File: src/design/utt_pkg.sv
// ----------------------------------------------------------------------------
// Uniform triangle tessellator package
// Shared widths, the controller state type and the command and status
// words that join the controller to the datapath.
// ----------------------------------------------------------------------------
package utt_pkg;

    localparam int COORD_WIDTH = 32;
    localparam int MAX_LEVEL   = 8;
    localparam int LEVEL_W     = 4;
    localparam int IDX_W       = $clog2(MAX_LEVEL + 1);
    localparam int NUM_W       = COORD_WIDTH + 6;
    localparam int MAG_W       = COORD_WIDTH + 5;
    localparam int CNT_W       = $clog2(MAG_W);
    localparam int AXES        = 3;
    localparam int VERTS       = 3;
    localparam int SLOT_W      = 2;
    localparam int APB_ADDR_W  = 3;
    localparam int APB_DATA_W  = 32;

    localparam logic [APB_ADDR_W-3:0] REG_SPLIT_LEVEL = 1'b0;
    localparam logic [LEVEL_W-1:0]    LEVEL_RESET     = 4'd1;

    typedef logic signed [COORD_WIDTH-1:0] coord_t;

    typedef enum logic [2:0] {
        ST_IDLE,
        ST_NUMER,
        ST_DIVIDE,
        ST_STORE,
        ST_PUSH
    } state_t;

    typedef enum logic {
        TRI_UP,
        TRI_DOWN
    } tri_kind_t;

    typedef struct packed {
        logic                capture;
        logic                numer_load;
        logic                div_step;
        logic                store;
        logic                push;
        logic                final_flag;
        logic [SLOT_W-1:0]   slot;
        logic [IDX_W-1:0]    gx;
        logic [IDX_W-1:0]    gy;
        logic [LEVEL_W-1:0]  level;
    } dp_cmd_t;

    typedef struct packed {
        logic out_free;
    } dp_status_t;

endpackage

File: src/design/utt_ctrl.sv
// ----------------------------------------------------------------------------
// Uniform triangle tessellator controller
// Walks rows, columns, triangle orientation and vertices, and steps the
// datapath through numerator load, division, vertex store and result push.
// ----------------------------------------------------------------------------
module utt_ctrl (
    input  logic                          aclk,
    input  logic                          aresetn,
    input  logic [utt_pkg::LEVEL_W-1:0]   split_level,
    input  logic                          s_valid,
    output logic                          s_ready,
    input  utt_pkg::dp_status_t           status,
    output utt_pkg::dp_cmd_t              cmd
);

    utt_pkg::state_t                 state_reg, state_next;
    utt_pkg::tri_kind_t              kind_reg, kind_next;
    logic [utt_pkg::LEVEL_W-1:0]     lvl_reg, lvl_next;
    logic [utt_pkg::IDX_W-1:0]       r_reg, r_next;
    logic [utt_pkg::IDX_W-1:0]       k_reg, k_next;
    logic [utt_pkg::SLOT_W-1:0]      vi_reg, vi_next;
    logic [utt_pkg::CNT_W-1:0]       cnt_reg, cnt_next;

    logic [utt_pkg::LEVEL_W-1:0]     lvl_clamped;
    logic                            last_tri;
    logic [utt_pkg::IDX_W-1:0]       gx, gy;

    always_comb begin
        if (split_level == '0) begin
            lvl_clamped = utt_pkg::LEVEL_W'(1);
        end else if (split_level > utt_pkg::LEVEL_W'(utt_pkg::MAX_LEVEL)) begin
            lvl_clamped = utt_pkg::LEVEL_W'(utt_pkg::MAX_LEVEL);
        end else begin
            lvl_clamped = split_level;
        end
    end

    assign last_tri = (kind_reg == utt_pkg::TRI_UP) && (k_reg == r_reg)
                      && (r_reg == utt_pkg::IDX_W'(lvl_reg) - utt_pkg::IDX_W'(1));

    // Upward triangles use (r,k),(r+1,k),(r+1,k+1); downward ones use
    // (r,k+1),(r,k),(r+1,k+1).
    always_comb begin
        if (kind_reg == utt_pkg::TRI_UP) begin
            gx = r_reg + utt_pkg::IDX_W'(vi_reg != 2'd0);
            gy = k_reg + utt_pkg::IDX_W'(vi_reg == 2'd2);
        end else begin
            gx = r_reg + utt_pkg::IDX_W'(vi_reg == 2'd2);
            gy = k_reg + utt_pkg::IDX_W'(vi_reg != 2'd1);
        end
    end

    always_comb begin
        state_next = state_reg;
        kind_next  = kind_reg;
        lvl_next   = lvl_reg;
        r_next     = r_reg;
        k_next     = k_reg;
        vi_next    = vi_reg;
        cnt_next   = cnt_reg;
        case (state_reg)
            utt_pkg::ST_IDLE: begin
                if (s_valid) begin
                    lvl_next   = lvl_clamped;
                    r_next     = '0;
                    k_next     = '0;
                    kind_next  = utt_pkg::TRI_UP;
                    vi_next    = '0;
                    state_next = utt_pkg::ST_NUMER;
                end
            end
            utt_pkg::ST_NUMER: begin
                cnt_next   = utt_pkg::CNT_W'(utt_pkg::MAG_W - 1);
                state_next = utt_pkg::ST_DIVIDE;
            end
            utt_pkg::ST_DIVIDE: begin
                if (cnt_reg == '0) begin
                    state_next = utt_pkg::ST_STORE;
                end else begin
                    cnt_next = cnt_reg - utt_pkg::CNT_W'(1);
                end
            end
            utt_pkg::ST_STORE: begin
                if (vi_reg == utt_pkg::SLOT_W'(utt_pkg::VERTS - 1)) begin
                    state_next = utt_pkg::ST_PUSH;
                end else begin
                    vi_next    = vi_reg + utt_pkg::SLOT_W'(1);
                    state_next = utt_pkg::ST_NUMER;
                end
            end
            utt_pkg::ST_PUSH: begin
                if (status.out_free) begin
                    vi_next = '0;
                    if (last_tri) begin
                        state_next = utt_pkg::ST_IDLE;
                    end else begin
                        state_next = utt_pkg::ST_NUMER;
                        if (kind_reg == utt_pkg::TRI_DOWN) begin
                            kind_next = utt_pkg::TRI_UP;
                        end else if (k_reg < r_reg) begin
                            k_next    = k_reg + utt_pkg::IDX_W'(1);
                            kind_next = (k_reg + utt_pkg::IDX_W'(1) < r_reg)
                                        ? utt_pkg::TRI_DOWN : utt_pkg::TRI_UP;
                        end else begin
                            r_next    = r_reg + utt_pkg::IDX_W'(1);
                            k_next    = '0;
                            kind_next = utt_pkg::TRI_DOWN;
                        end
                    end
                end
            end
            default: begin
                state_next = utt_pkg::ST_IDLE;
            end
        endcase
    end

    always_comb begin
        cmd            = '0;
        cmd.slot       = vi_reg;
        cmd.gx         = gx;
        cmd.gy         = gy;
        cmd.level      = lvl_reg;
        cmd.final_flag = last_tri;
        s_ready        = 1'b0;
        case (state_reg)
            utt_pkg::ST_IDLE: begin
                s_ready     = 1'b1;
                cmd.capture = s_valid;
            end
            utt_pkg::ST_NUMER: begin
                cmd.numer_load = 1'b1;
            end
            utt_pkg::ST_DIVIDE: begin
                cmd.div_step = 1'b1;
            end
            utt_pkg::ST_STORE: begin
                cmd.store = 1'b1;
            end
            utt_pkg::ST_PUSH: begin
                cmd.push = status.out_free;
            end
            default: begin
                s_ready = 1'b0;
            end
        endcase
    end

    always_ff @(posedge aclk) begin
        if (!aresetn) begin
            state_reg <= utt_pkg::ST_IDLE;
            kind_reg  <= utt_pkg::TRI_UP;
            lvl_reg   <= utt_pkg::LEVEL_RESET;
            r_reg     <= '0;
            k_reg     <= '0;
            vi_reg    <= '0;
            cnt_reg   <= '0;
        end else begin
            state_reg <= state_next;
            kind_reg  <= kind_next;
            lvl_reg   <= lvl_next;
            r_reg     <= r_next;
            k_reg     <= k_next;
            vi_reg    <= vi_next;
            cnt_reg   <= cnt_next;
        end
    end

endmodule

File: src/design/utt_datapath.sv
// ----------------------------------------------------------------------------
// Uniform triangle tessellator datapath
// Three axis lanes, each forming a grid numerator and dividing it by the
// level one quotient bit per cycle, plus vertex staging and the output word.
// ----------------------------------------------------------------------------
module utt_datapath (
    input  logic                  aclk,
    input  logic                  aresetn,
    input  utt_pkg::dp_cmd_t      cmd,
    output utt_pkg::dp_status_t   status,
    input  utt_pkg::coord_t       s_corner_a_x,
    input  utt_pkg::coord_t       s_corner_a_y,
    input  utt_pkg::coord_t       s_corner_a_z,
    input  utt_pkg::coord_t       s_corner_b_x,
    input  utt_pkg::coord_t       s_corner_b_y,
    input  utt_pkg::coord_t       s_corner_b_z,
    input  utt_pkg::coord_t       s_corner_c_x,
    input  utt_pkg::coord_t       s_corner_c_y,
    input  utt_pkg::coord_t       s_corner_c_z,
    output logic                  m_valid,
    input  logic                  m_ready,
    output utt_pkg::coord_t       m_first_x,
    output utt_pkg::coord_t       m_first_y,
    output utt_pkg::coord_t       m_first_z,
    output utt_pkg::coord_t       m_second_x,
    output utt_pkg::coord_t       m_second_y,
    output utt_pkg::coord_t       m_second_z,
    output utt_pkg::coord_t       m_third_x,
    output utt_pkg::coord_t       m_third_y,
    output utt_pkg::coord_t       m_third_z,
    output logic                  m_final_piece
);

    utt_pkg::coord_t a_reg [utt_pkg::AXES];
    utt_pkg::coord_t a_next[utt_pkg::AXES];
    utt_pkg::coord_t b_reg [utt_pkg::AXES];
    utt_pkg::coord_t b_next[utt_pkg::AXES];
    utt_pkg::coord_t c_reg [utt_pkg::AXES];
    utt_pkg::coord_t c_next[utt_pkg::AXES];

    logic                          neg_reg [utt_pkg::AXES];
    logic                          neg_next[utt_pkg::AXES];
    logic [utt_pkg::LEVEL_W-1:0]   rem_reg [utt_pkg::AXES];
    logic [utt_pkg::LEVEL_W-1:0]   rem_next[utt_pkg::AXES];
    logic [utt_pkg::MAG_W-1:0]     quo_reg [utt_pkg::AXES];
    logic [utt_pkg::MAG_W-1:0]     quo_next[utt_pkg::AXES];

    utt_pkg::coord_t stage_reg [utt_pkg::VERTS][utt_pkg::AXES];
    utt_pkg::coord_t stage_next[utt_pkg::VERTS][utt_pkg::AXES];
    utt_pkg::coord_t out_reg   [utt_pkg::VERTS][utt_pkg::AXES];
    utt_pkg::coord_t out_next  [utt_pkg::VERTS][utt_pkg::AXES];
    logic            out_valid_reg, out_valid_next;
    logic            out_final_reg, out_final_next;

    logic signed [utt_pkg::NUM_W-1:0] dab  [utt_pkg::AXES];
    logic signed [utt_pkg::NUM_W-1:0] dca  [utt_pkg::AXES];
    logic signed [utt_pkg::NUM_W-1:0] num  [utt_pkg::AXES];
    logic signed [utt_pkg::NUM_W-1:0] qs   [utt_pkg::AXES];
    logic [utt_pkg::MAG_W-1:0]        mag  [utt_pkg::AXES];
    logic [utt_pkg::LEVEL_W:0]        shf  [utt_pkg::AXES];
    logic [utt_pkg::LEVEL_W:0]        sub  [utt_pkg::AXES];
    utt_pkg::coord_t                  res  [utt_pkg::AXES];
    logic signed [utt_pkg::IDX_W:0]   gx_s, gy_s;
    logic [utt_pkg::LEVEL_W:0]        lvl_ext;

    assign gx_s    = $signed({1'b0, cmd.gx});
    assign gy_s    = $signed({1'b0, cmd.gy});
    assign lvl_ext = {1'b0, cmd.level};

    // The numerator is x*(A-B) + y*(C-A); the quotient truncates toward zero
    // by dividing the magnitude and restoring the sign afterward.
    always_comb begin
        for (int d = 0; d < utt_pkg::AXES; d++) begin
            dab[d] = utt_pkg::NUM_W'(a_reg[d]) - utt_pkg::NUM_W'(b_reg[d]);
            dca[d] = utt_pkg::NUM_W'(c_reg[d]) - utt_pkg::NUM_W'(a_reg[d]);
            num[d] = dab[d] * gx_s + dca[d] * gy_s;
            mag[d] = num[d][utt_pkg::NUM_W-1] ? utt_pkg::MAG_W'(-num[d])
                                              : utt_pkg::MAG_W'(num[d]);
            shf[d] = {rem_reg[d], quo_reg[d][utt_pkg::MAG_W-1]};
            sub[d] = shf[d] - lvl_ext;
            qs[d]  = neg_reg[d] ? -$signed(utt_pkg::NUM_W'(quo_reg[d]))
                                : $signed(utt_pkg::NUM_W'(quo_reg[d]));
            res[d] = utt_pkg::COORD_WIDTH'(utt_pkg::NUM_W'(b_reg[d]) + qs[d]);
        end
    end

    always_comb begin
        a_next         = a_reg;
        b_next         = b_reg;
        c_next         = c_reg;
        neg_next       = neg_reg;
        rem_next       = rem_reg;
        quo_next       = quo_reg;
        stage_next     = stage_reg;
        out_next       = out_reg;
        out_final_next = out_final_reg;
        out_valid_next = out_valid_reg && !m_ready;
        if (cmd.capture) begin
            a_next[0] = s_corner_a_x;
            a_next[1] = s_corner_a_y;
            a_next[2] = s_corner_a_z;
            b_next[0] = s_corner_b_x;
            b_next[1] = s_corner_b_y;
            b_next[2] = s_corner_b_z;
            c_next[0] = s_corner_c_x;
            c_next[1] = s_corner_c_y;
            c_next[2] = s_corner_c_z;
        end
        for (int d = 0; d < utt_pkg::AXES; d++) begin
            if (cmd.numer_load) begin
                neg_next[d] = num[d][utt_pkg::NUM_W-1];
                rem_next[d] = '0;
                quo_next[d] = mag[d];
            end else if (cmd.div_step) begin
                if (shf[d] >= lvl_ext) begin
                    rem_next[d] = sub[d][utt_pkg::LEVEL_W-1:0];
                    quo_next[d] = {quo_reg[d][utt_pkg::MAG_W-2:0], 1'b1};
                end else begin
                    rem_next[d] = shf[d][utt_pkg::LEVEL_W-1:0];
                    quo_next[d] = {quo_reg[d][utt_pkg::MAG_W-2:0], 1'b0};
                end
            end
            if (cmd.store) begin
                stage_next[cmd.slot][d] = res[d];
            end
        end
        if (cmd.push) begin
            out_next       = stage_reg;
            out_final_next = cmd.final_flag;
            out_valid_next = 1'b1;
        end
    end

    always_ff @(posedge aclk) begin
        a_reg         <= a_next;
        b_reg         <= b_next;
        c_reg         <= c_next;
        neg_reg       <= neg_next;
        rem_reg       <= rem_next;
        quo_reg       <= quo_next;
        stage_reg     <= stage_next;
        out_reg       <= out_next;
        out_final_reg <= out_final_next;
    end

    always_ff @(posedge aclk) begin
        if (!aresetn) begin
            out_valid_reg <= 1'b0;
        end else begin
            out_valid_reg <= out_valid_next;
        end
    end

    assign status.out_free = !out_valid_reg || m_ready;

    assign m_valid       = out_valid_reg;
    assign m_final_piece = out_final_reg;
    assign m_first_x     = out_reg[0][0];
    assign m_first_y     = out_reg[0][1];
    assign m_first_z     = out_reg[0][2];
    assign m_second_x    = out_reg[1][0];
    assign m_second_y    = out_reg[1][1];
    assign m_second_z    = out_reg[1][2];
    assign m_third_x     = out_reg[2][0];
    assign m_third_y     = out_reg[2][1];
    assign m_third_z     = out_reg[2][2];

endmodule

File: src/design/uniform_triangle_tessellator.sv
// ----------------------------------------------------------------------------
// Uniform triangle tessellator
// Splits one triangle into level squared sub-triangles on a uniform grid.
// ----------------------------------------------------------------------------
// Each accepted triangle word produces L*L sub-triangle words, L being the
// split_level register clamped to the range 1 to 8, and the last word of a
// triangle carries final_piece. Each vertex is computed by the per-axis
// divider, which retires one quotient bit per cycle over 37 bits, and a
// sub-triangle is pushed only when the output register is free. The next
// triangle is accepted once the last sub-triangle of the current one has
// been handed to the output register.
module uniform_triangle_tessellator (
    input  logic                              aclk,
    input  logic                              aresetn,
    input  logic                              psel,
    input  logic                              penable,
    input  logic                              pwrite,
    input  logic [utt_pkg::APB_ADDR_W-1:0]    paddr,
    input  logic [utt_pkg::APB_DATA_W-1:0]    pwdata,
    output logic [utt_pkg::APB_DATA_W-1:0]    prdata,
    output logic                              pready,
    input  logic                              s_valid,
    output logic                              s_ready,
    input  utt_pkg::coord_t                   s_corner_a_x,
    input  utt_pkg::coord_t                   s_corner_a_y,
    input  utt_pkg::coord_t                   s_corner_a_z,
    input  utt_pkg::coord_t                   s_corner_b_x,
    input  utt_pkg::coord_t                   s_corner_b_y,
    input  utt_pkg::coord_t                   s_corner_b_z,
    input  utt_pkg::coord_t                   s_corner_c_x,
    input  utt_pkg::coord_t                   s_corner_c_y,
    input  utt_pkg::coord_t                   s_corner_c_z,
    output logic                              m_valid,
    input  logic                              m_ready,
    output utt_pkg::coord_t                   m_first_x,
    output utt_pkg::coord_t                   m_first_y,
    output utt_pkg::coord_t                   m_first_z,
    output utt_pkg::coord_t                   m_second_x,
    output utt_pkg::coord_t                   m_second_y,
    output utt_pkg::coord_t                   m_second_z,
    output utt_pkg::coord_t                   m_third_x,
    output utt_pkg::coord_t                   m_third_y,
    output utt_pkg::coord_t                   m_third_z,
    output logic                              m_final_piece
);

    logic [utt_pkg::LEVEL_W-1:0] split_level_reg, split_level_next;
    logic                        reg_hit;
    utt_pkg::dp_cmd_t            cmd;
    utt_pkg::dp_status_t         status;

    assign pready  = 1'b1;
    assign reg_hit = (paddr[utt_pkg::APB_ADDR_W-1:2] == utt_pkg::REG_SPLIT_LEVEL);

    always_comb begin
        split_level_next = split_level_reg;
        if (psel && penable && pwrite && pready && reg_hit) begin
            split_level_next = pwdata[utt_pkg::LEVEL_W-1:0];
        end
    end

    always_ff @(posedge aclk) begin
        if (!aresetn) begin
            split_level_reg <= utt_pkg::LEVEL_RESET;
        end else begin
            split_level_reg <= split_level_next;
        end
    end

    assign prdata = reg_hit ? utt_pkg::APB_DATA_W'(split_level_reg) : '0;

    utt_ctrl u_ctrl (
        .aclk        (aclk),
        .aresetn     (aresetn),
        .split_level (split_level_reg),
        .s_valid     (s_valid),
        .s_ready     (s_ready),
        .status      (status),
        .cmd         (cmd)
    );

    utt_datapath u_datapath (
        .aclk          (aclk),
        .aresetn       (aresetn),
        .cmd           (cmd),
        .status        (status),
        .s_corner_a_x  (s_corner_a_x),
        .s_corner_a_y  (s_corner_a_y),
        .s_corner_a_z  (s_corner_a_z),
        .s_corner_b_x  (s_corner_b_x),
        .s_corner_b_y  (s_corner_b_y),
        .s_corner_b_z  (s_corner_b_z),
        .s_corner_c_x  (s_corner_c_x),
        .s_corner_c_y  (s_corner_c_y),
        .s_corner_c_z  (s_corner_c_z),
        .m_valid       (m_valid),
        .m_ready       (m_ready),
        .m_first_x     (m_first_x),
        .m_first_y     (m_first_y),
        .m_first_z     (m_first_z),
        .m_second_x    (m_second_x),
        .m_second_y    (m_second_y),
        .m_second_z    (m_second_z),
        .m_third_x     (m_third_x),
        .m_third_y     (m_third_y),
        .m_third_z     (m_third_z),
        .m_final_piece (m_final_piece)
    );

    a_busy_after_accept: assert property (@(posedge aclk) disable iff (!aresetn)
        s_valid && s_ready |=> !s_ready)
        else $error("input accepted again while a triangle is in progress");

    a_push_only_when_free: assert property (@(posedge aclk) disable iff (!aresetn)
        cmd.push |-> status.out_free)
        else $error("result pushed over a word not yet taken");

    a_idle_after_final: assert property (@(posedge aclk) disable iff (!aresetn)
        cmd.push && cmd.final_flag |=> s_ready && m_valid && m_final_piece)
        else $error("controller did not return to idle after the final word");

    a_one_command: assert property (@(posedge aclk) disable iff (!aresetn)
        $onehot0({cmd.capture, cmd.numer_load, cmd.div_step, cmd.store, cmd.push}))
        else $error("more than one datapath command in a cycle");

endmodule

File: config.mk
export PLATFORM = sky130hd
export DESIGN_NAME = uniform_triangle_tessellator
export DESIGN_NICKNAME = d
export VERILOG_FILES = /design/src/design/utt_pkg.sv /design/src/design/utt_ctrl.sv /design/src/design/utt_datapath.sv /design/src/design/uniform_triangle_tessellator.sv
export SDC_FILE = /design/constraint.sdc
export NUM_CORES = 2
export LEC_CHECK = 0
export BUFFER_PORTS_ARGS = -buffer_cell sky130_fd_sc_hd__buf_2
export CORE_MARGIN = 5
export CORE_UTILIZATION = 50
export DETAILED_ROUTE_END_ITERATION = 8
export MAX_ROUTING_LAYER = met4
export PLACE_DENSITY = 0.68
export REMOVE_ABC_BUFFERS = 1
export SLEW_MARGIN = 20
export SYNTH_ARGS = -nofsm -noshare
export SYNTH_HDL_FRONTEND = slang
export SYNTH_SLANG_ARGS = --single-unit
File: constraint.sdc
create_clock -name aclk -period 17.5 [get_ports aclk]
set_input_delay 2.625 -clock aclk [delete_from_list [all_inputs] [get_ports aclk]]
set_output_delay 2.625 -clock aclk [all_outputs]
set_load 0.01 [all_outputs]
==> Word-level counts from Yosys, hierarchy flattened <==
Cells that the tools add are included.
{ "word_totals": {"register_bits": 1020, "in_bits": 330, "output_inout_bits": 324, "elab_cells": 206} }
{ "classes": {"n_addsub": 30, "multipliers": 6, "order_cmp": 8, "eq_ne": 16, "muxes": 72, "bitwise_logic": 3, "reduce_logical": 25} }
{ "ops": {"columns": ["cell", "n"], "rows": [
  ["bitwise mux 288 bit", 3],
  ["two-way mux 288 bit", 3],
  ["demux 96 bit (select 2 bit)", 3],
  ["two-way mux 37 bit", 9],
  ["multiplier 38 x 5 -> 38 bit", 6],
  ["subtractor 32 x 32 -> 33 bit", 6],
  ["two-way mux 32 bit", 4],
  ["adder 38 bit", 3],
  ["negator 37 bit", 3],
  ["adder 32 bit", 3],
  ["two-way mux 96 bit", 1],
  ["negator 32 bit", 3],
  ["two-way mux 4 bit", 17],
  ["two-way mux 64 bit", 1],
  ["two-way mux 1 bit", 17],
  ["adder 4 x 1 -> 4 bit", 4],
  ["one-hot mux 4 bit (2 select lines)", 2],
  [">= comparator 5 x 4 -> 1 bit", 3],
  ["one-hot mux 3 bit (5 select lines)", 1],
  ["two-way mux 3 bit", 4],
  ["!= test 2 bit, second input constant", 6],
  ["one-hot mux 6 bit (2 select lines)", 1],
  ["subtractor 4 bit", 3],
  ["adder 4 x 1 -> 4 bit, second input constant", 2],
  ["32 further kinds", 52]
]} }

==> Depth between registers and ports, before layout <==
{ "depth": {"ltp_word": 11, "mapped_depth": 39, "ltp_nobuf": 36} }

==> Hierarchy <==
Synthesis repeated with hierarchy kept, for this count alone.
{ "unflattened": {"cells_unflattened": 7798, "hier_area_um2": 81261.7} }
{ "modules_own_cells": {"columns": ["mod", "instances", "cells_per_inst", "area_each_um2", "seq_area_each_um2"], "rows": [
  ["utt_datapath", 1, 7541, 79138.4, 29658.4],
  ["utt_ctrl", 1, 204, 1691.6, 480.5],
  ["uniform_triangle_tessellator", 1, 53, 431.7, 80.1]
]} }

==> Least setup slack after synthesis <==
No wires, ideal clock.
{ "synth_timing": {"kind": "input -> register", "from": "in m_ready", "to": "reg u_datapath.out_final_reg, in the netlist u_datapath.m_final_piece, enable pin", "setup_time_ps": 944, "arrival_ps": 14656, "required_time_ps": 16556, "setup_slack_ps": 1900, "cell_stages": 2, "n_path_buf": 0, "cell_sequence": "nor2b_1 -> nor2_1"} }
{ "synth_rtl": {"columns": ["element", "line_no", "text"], "rows": [
  ["start: declaration", "uniform_triangle_tessellator.sv:34", "input logic m_ready,"],
  ["end signal: assignment", "utt_datapath.sv:143", "out_final_reg <= out_final_next;"],
  ["end: declaration", "utt_datapath.sv:53", "logic out_final_reg, out_final_next;"]
]} }

==> flow_summary.ini <==
[outcome]
status = finished, final reports clean

[floorplanning]
die-area_mm2 = 0.171
die_h_um = 413
io_pins = 654
row_count = 147
start_util_pct = 50.5
chipWidth_um = 413
fp.coreArea_mm2 = 0.161

[clocking]
clockBufferDepth = 3
insertion_delay_ns = 0.73
cts_resized = 0
postCtsSetupBuffers = 0
cts_hold_repair.buffers = 0
cts_tree = built
cts_sinks = 1020
clk_pin_slew_ns = 0.07
cts-root-buf = clkbuf_16
cts_buffers = 107
htree_num_levels = 3

[placement]
dp_hpwl_mm = 172
dp_slack_ns = 5.84
place_area_mm2 = 0.0864
io_buffers = 594
globalplace.congestion = 0.921

[worst_setup_path]
r2r-end = u_datapath.quo_reg[73]
critPathArrivalTime_ns = 12.12
cp.required_ns = 17.89
crit_path_end_kind = flip-flop
cp_max_fo = 9
cpMaxStageDelayCell = a41oi_1
worst_r2r_path_depth = 35
crit_type = flip-flop to flip-flop
cp_top_family = compound AO/OA/AOI/OAI gates
cpPeakStageDelay_ns = 0.87
crit_top_cell = fa_1
r2r_slack_ns = 5.77
r2r_start = u_datapath.b_reg[33]
cp-start-kind = flip-flop
cp_num_buf_inv = 4

[sta]
setup_viol = 0
hold_viol = 0
setup_tns_ns = 0
relSlewSlack_pct = 20.9
fin_crit_ns = 11.73
fin_ws_ns = 5.77
finalClockSkew_ns = 0.0257
worst_pin_slew_ns = 1.18
fin_crit_sh_pct = 67.0
final_max_slew_viol_count = 0
fmax_mhz = 85.2
rsz0062_at_grt = no

[layout]
fillers = 13800
multiInputGateArea_mm2 = 0.0464
fin_area_mm2 = 0.0901
area_delta_synth_final_pct = 11.0
regArea_mm2 = 0.0302
final_nets = 9997
layout_common_cells = inv_1 (985), edfxtp_1 (979), nand2_1 (695)
largest_reg_flops = 288
layout_commonest_cell = inv_1
drive_above_1_share_pct = 10.7

[yosys]
synth_cell_types = 95
ys_seq_elements = 1020
ys_seq_area_share_pct = 37.2
ys_async_sr_fraction_pct = 0
synth_edf_count = 979
synth_ff_type = edfxtp_1
syn_inst = 7861
avgSynthCellArea_um2 = 10.3
synth_warnings = 0
syn_area_mm2 = 0.0812

[detailed_routing]
num_vias = 58200
viasPerCell = 5.47
wirelength_mm = 213
dr.pass1.iters = 5
drc = 0
wire_per_inst_um = 20.0
drtIter0Drc = 4003
postRouteAntennaNets = 0

[power_and_ir_drop]
ir_worst_vdd_uv = 112
power.leakage_nw = 40.6
report.power.total_mw = 12.6
power_density_mw_per_mm2 = 139

[flow_run]
maxCapViolCount = 0

[global_route]
grt_pass1_wl_mm = 332
grt_pass1_vias = 59100
grt_max_degree = 85
overflow = 0
grt_util_all_layers_pct = 25.7
antenna_found_initial = 13

[worst_hold_path]
hold_path_end = u_datapath.m_second_y[12]
worstHoldStart = u_datapath.stage_reg[140]
min_path_type = flip-flop to flip-flop
holdPathStages = 0
cells by family after synthesis:
kind of cell / count (synthesis) / synth area share [%]
DFF: 1020 / 37.2
AOI/OAI and AO/OA: 1373 / 10.9
adders and majority gates: 1283 / 25.5
muxes: 25 / 0.316
and+or+nand+nor: 2319 / 13.7
xor gates and xnor gates: 593 / 6.40
buffers and inverters: 1246 / 5.96
other: 2 / 0.00925
final cells by class:
cell class | count | share of cell area, %
Antenna cell | 13 | 0.0361
Sequential cell | 1020 | 33.5
Clock buffer | 120 | 3.06
Tap cell | 2160 | 3.00
Timing Repair Buffer | 641 | 3.69
Inverter | 992 | 4.16
Clock inverter | 79 | 1.06
Multi-Input combinational cell | 5622 | 51.5
how the worst max path moves through the flow:
stage	endpoint	slack [ns]	cells past startpoint	from
after detailed placement	u_datapath.quo_reg[73]	5.84	35	u_datapath.b_reg[33]
after global placement	u_datapath.quo_reg[73]	5.96	35	u_datapath.b_reg[33]
after global routing	u_datapath.quo_reg[73]	5.22	35	u_datapath.b_reg[33]
after floorplan	u_datapath.m_final_piece	1.90	2	m_ready
final	u_datapath.quo_reg[73]	5.77	35	u_datapath.b_reg[33]
after CTS	u_datapath.quo_reg[73]	5.80	35	u_datapath.b_reg[33]
report_power, final:
| group | internal, mW | total, mW | switching, mW |
|---|---|---|---|
| Clock | 1.39 | 2.38 | 0.992 |
| Combinational | 2.14 | 6.31 | 4.17 |
| Sequential | 3.54 | 3.88 | 0.339 |
synthesized netlist by cell type (73+ instances only):
cell type,instances,area share [%]
a31oi_1,73,0.56
nand2_1,695,3.2
xor2_1,181,2.0
nand3_1,122,0.75
and2_1,237,1.8
nand2b_1,83,0.64
a21oi_1,364,2.2
ha_1,665,10
edfxtp_1,979,36
o21ai_0,290,1.8
xnor2_1,412,4.4
nor2b_1,107,0.82
fa_1,618,15
inv_1,990,4.6
a21o_1,179,1.7
nor2_1,623,2.9
nor3_1,115,0.71
clkbuf_1,213,0.98
layer usage:
layer  wire length [um]  global-route usage [%]  share of wire (%)
met1              96800                    35.6                 45
met2              96300                    40.1                 45
met3              14900                    3.56                7.0
met4               5530                    6.76                2.6
met5                  0                       -                  0
through the flow:
| stage | std cells | utilization [%] | hold slack (ns) |
|---|---|---|---|
| 3_5_place_dp | 10400 | 53.7 | 0.405 |
| 3_3_place_gp | 10400 | 53.7 | 0.400 |
| 4_1_cts | 10600 | 56.0 | 0.416 |
| 5_1_grt | 10600 | 56.0 | 0.421 |
| 2_1_floorplan | 7634 | - | 0.400 |
| 6_report | 10600 | 56.0 | 0.416 |
Power figures use the tool's default switching activity.
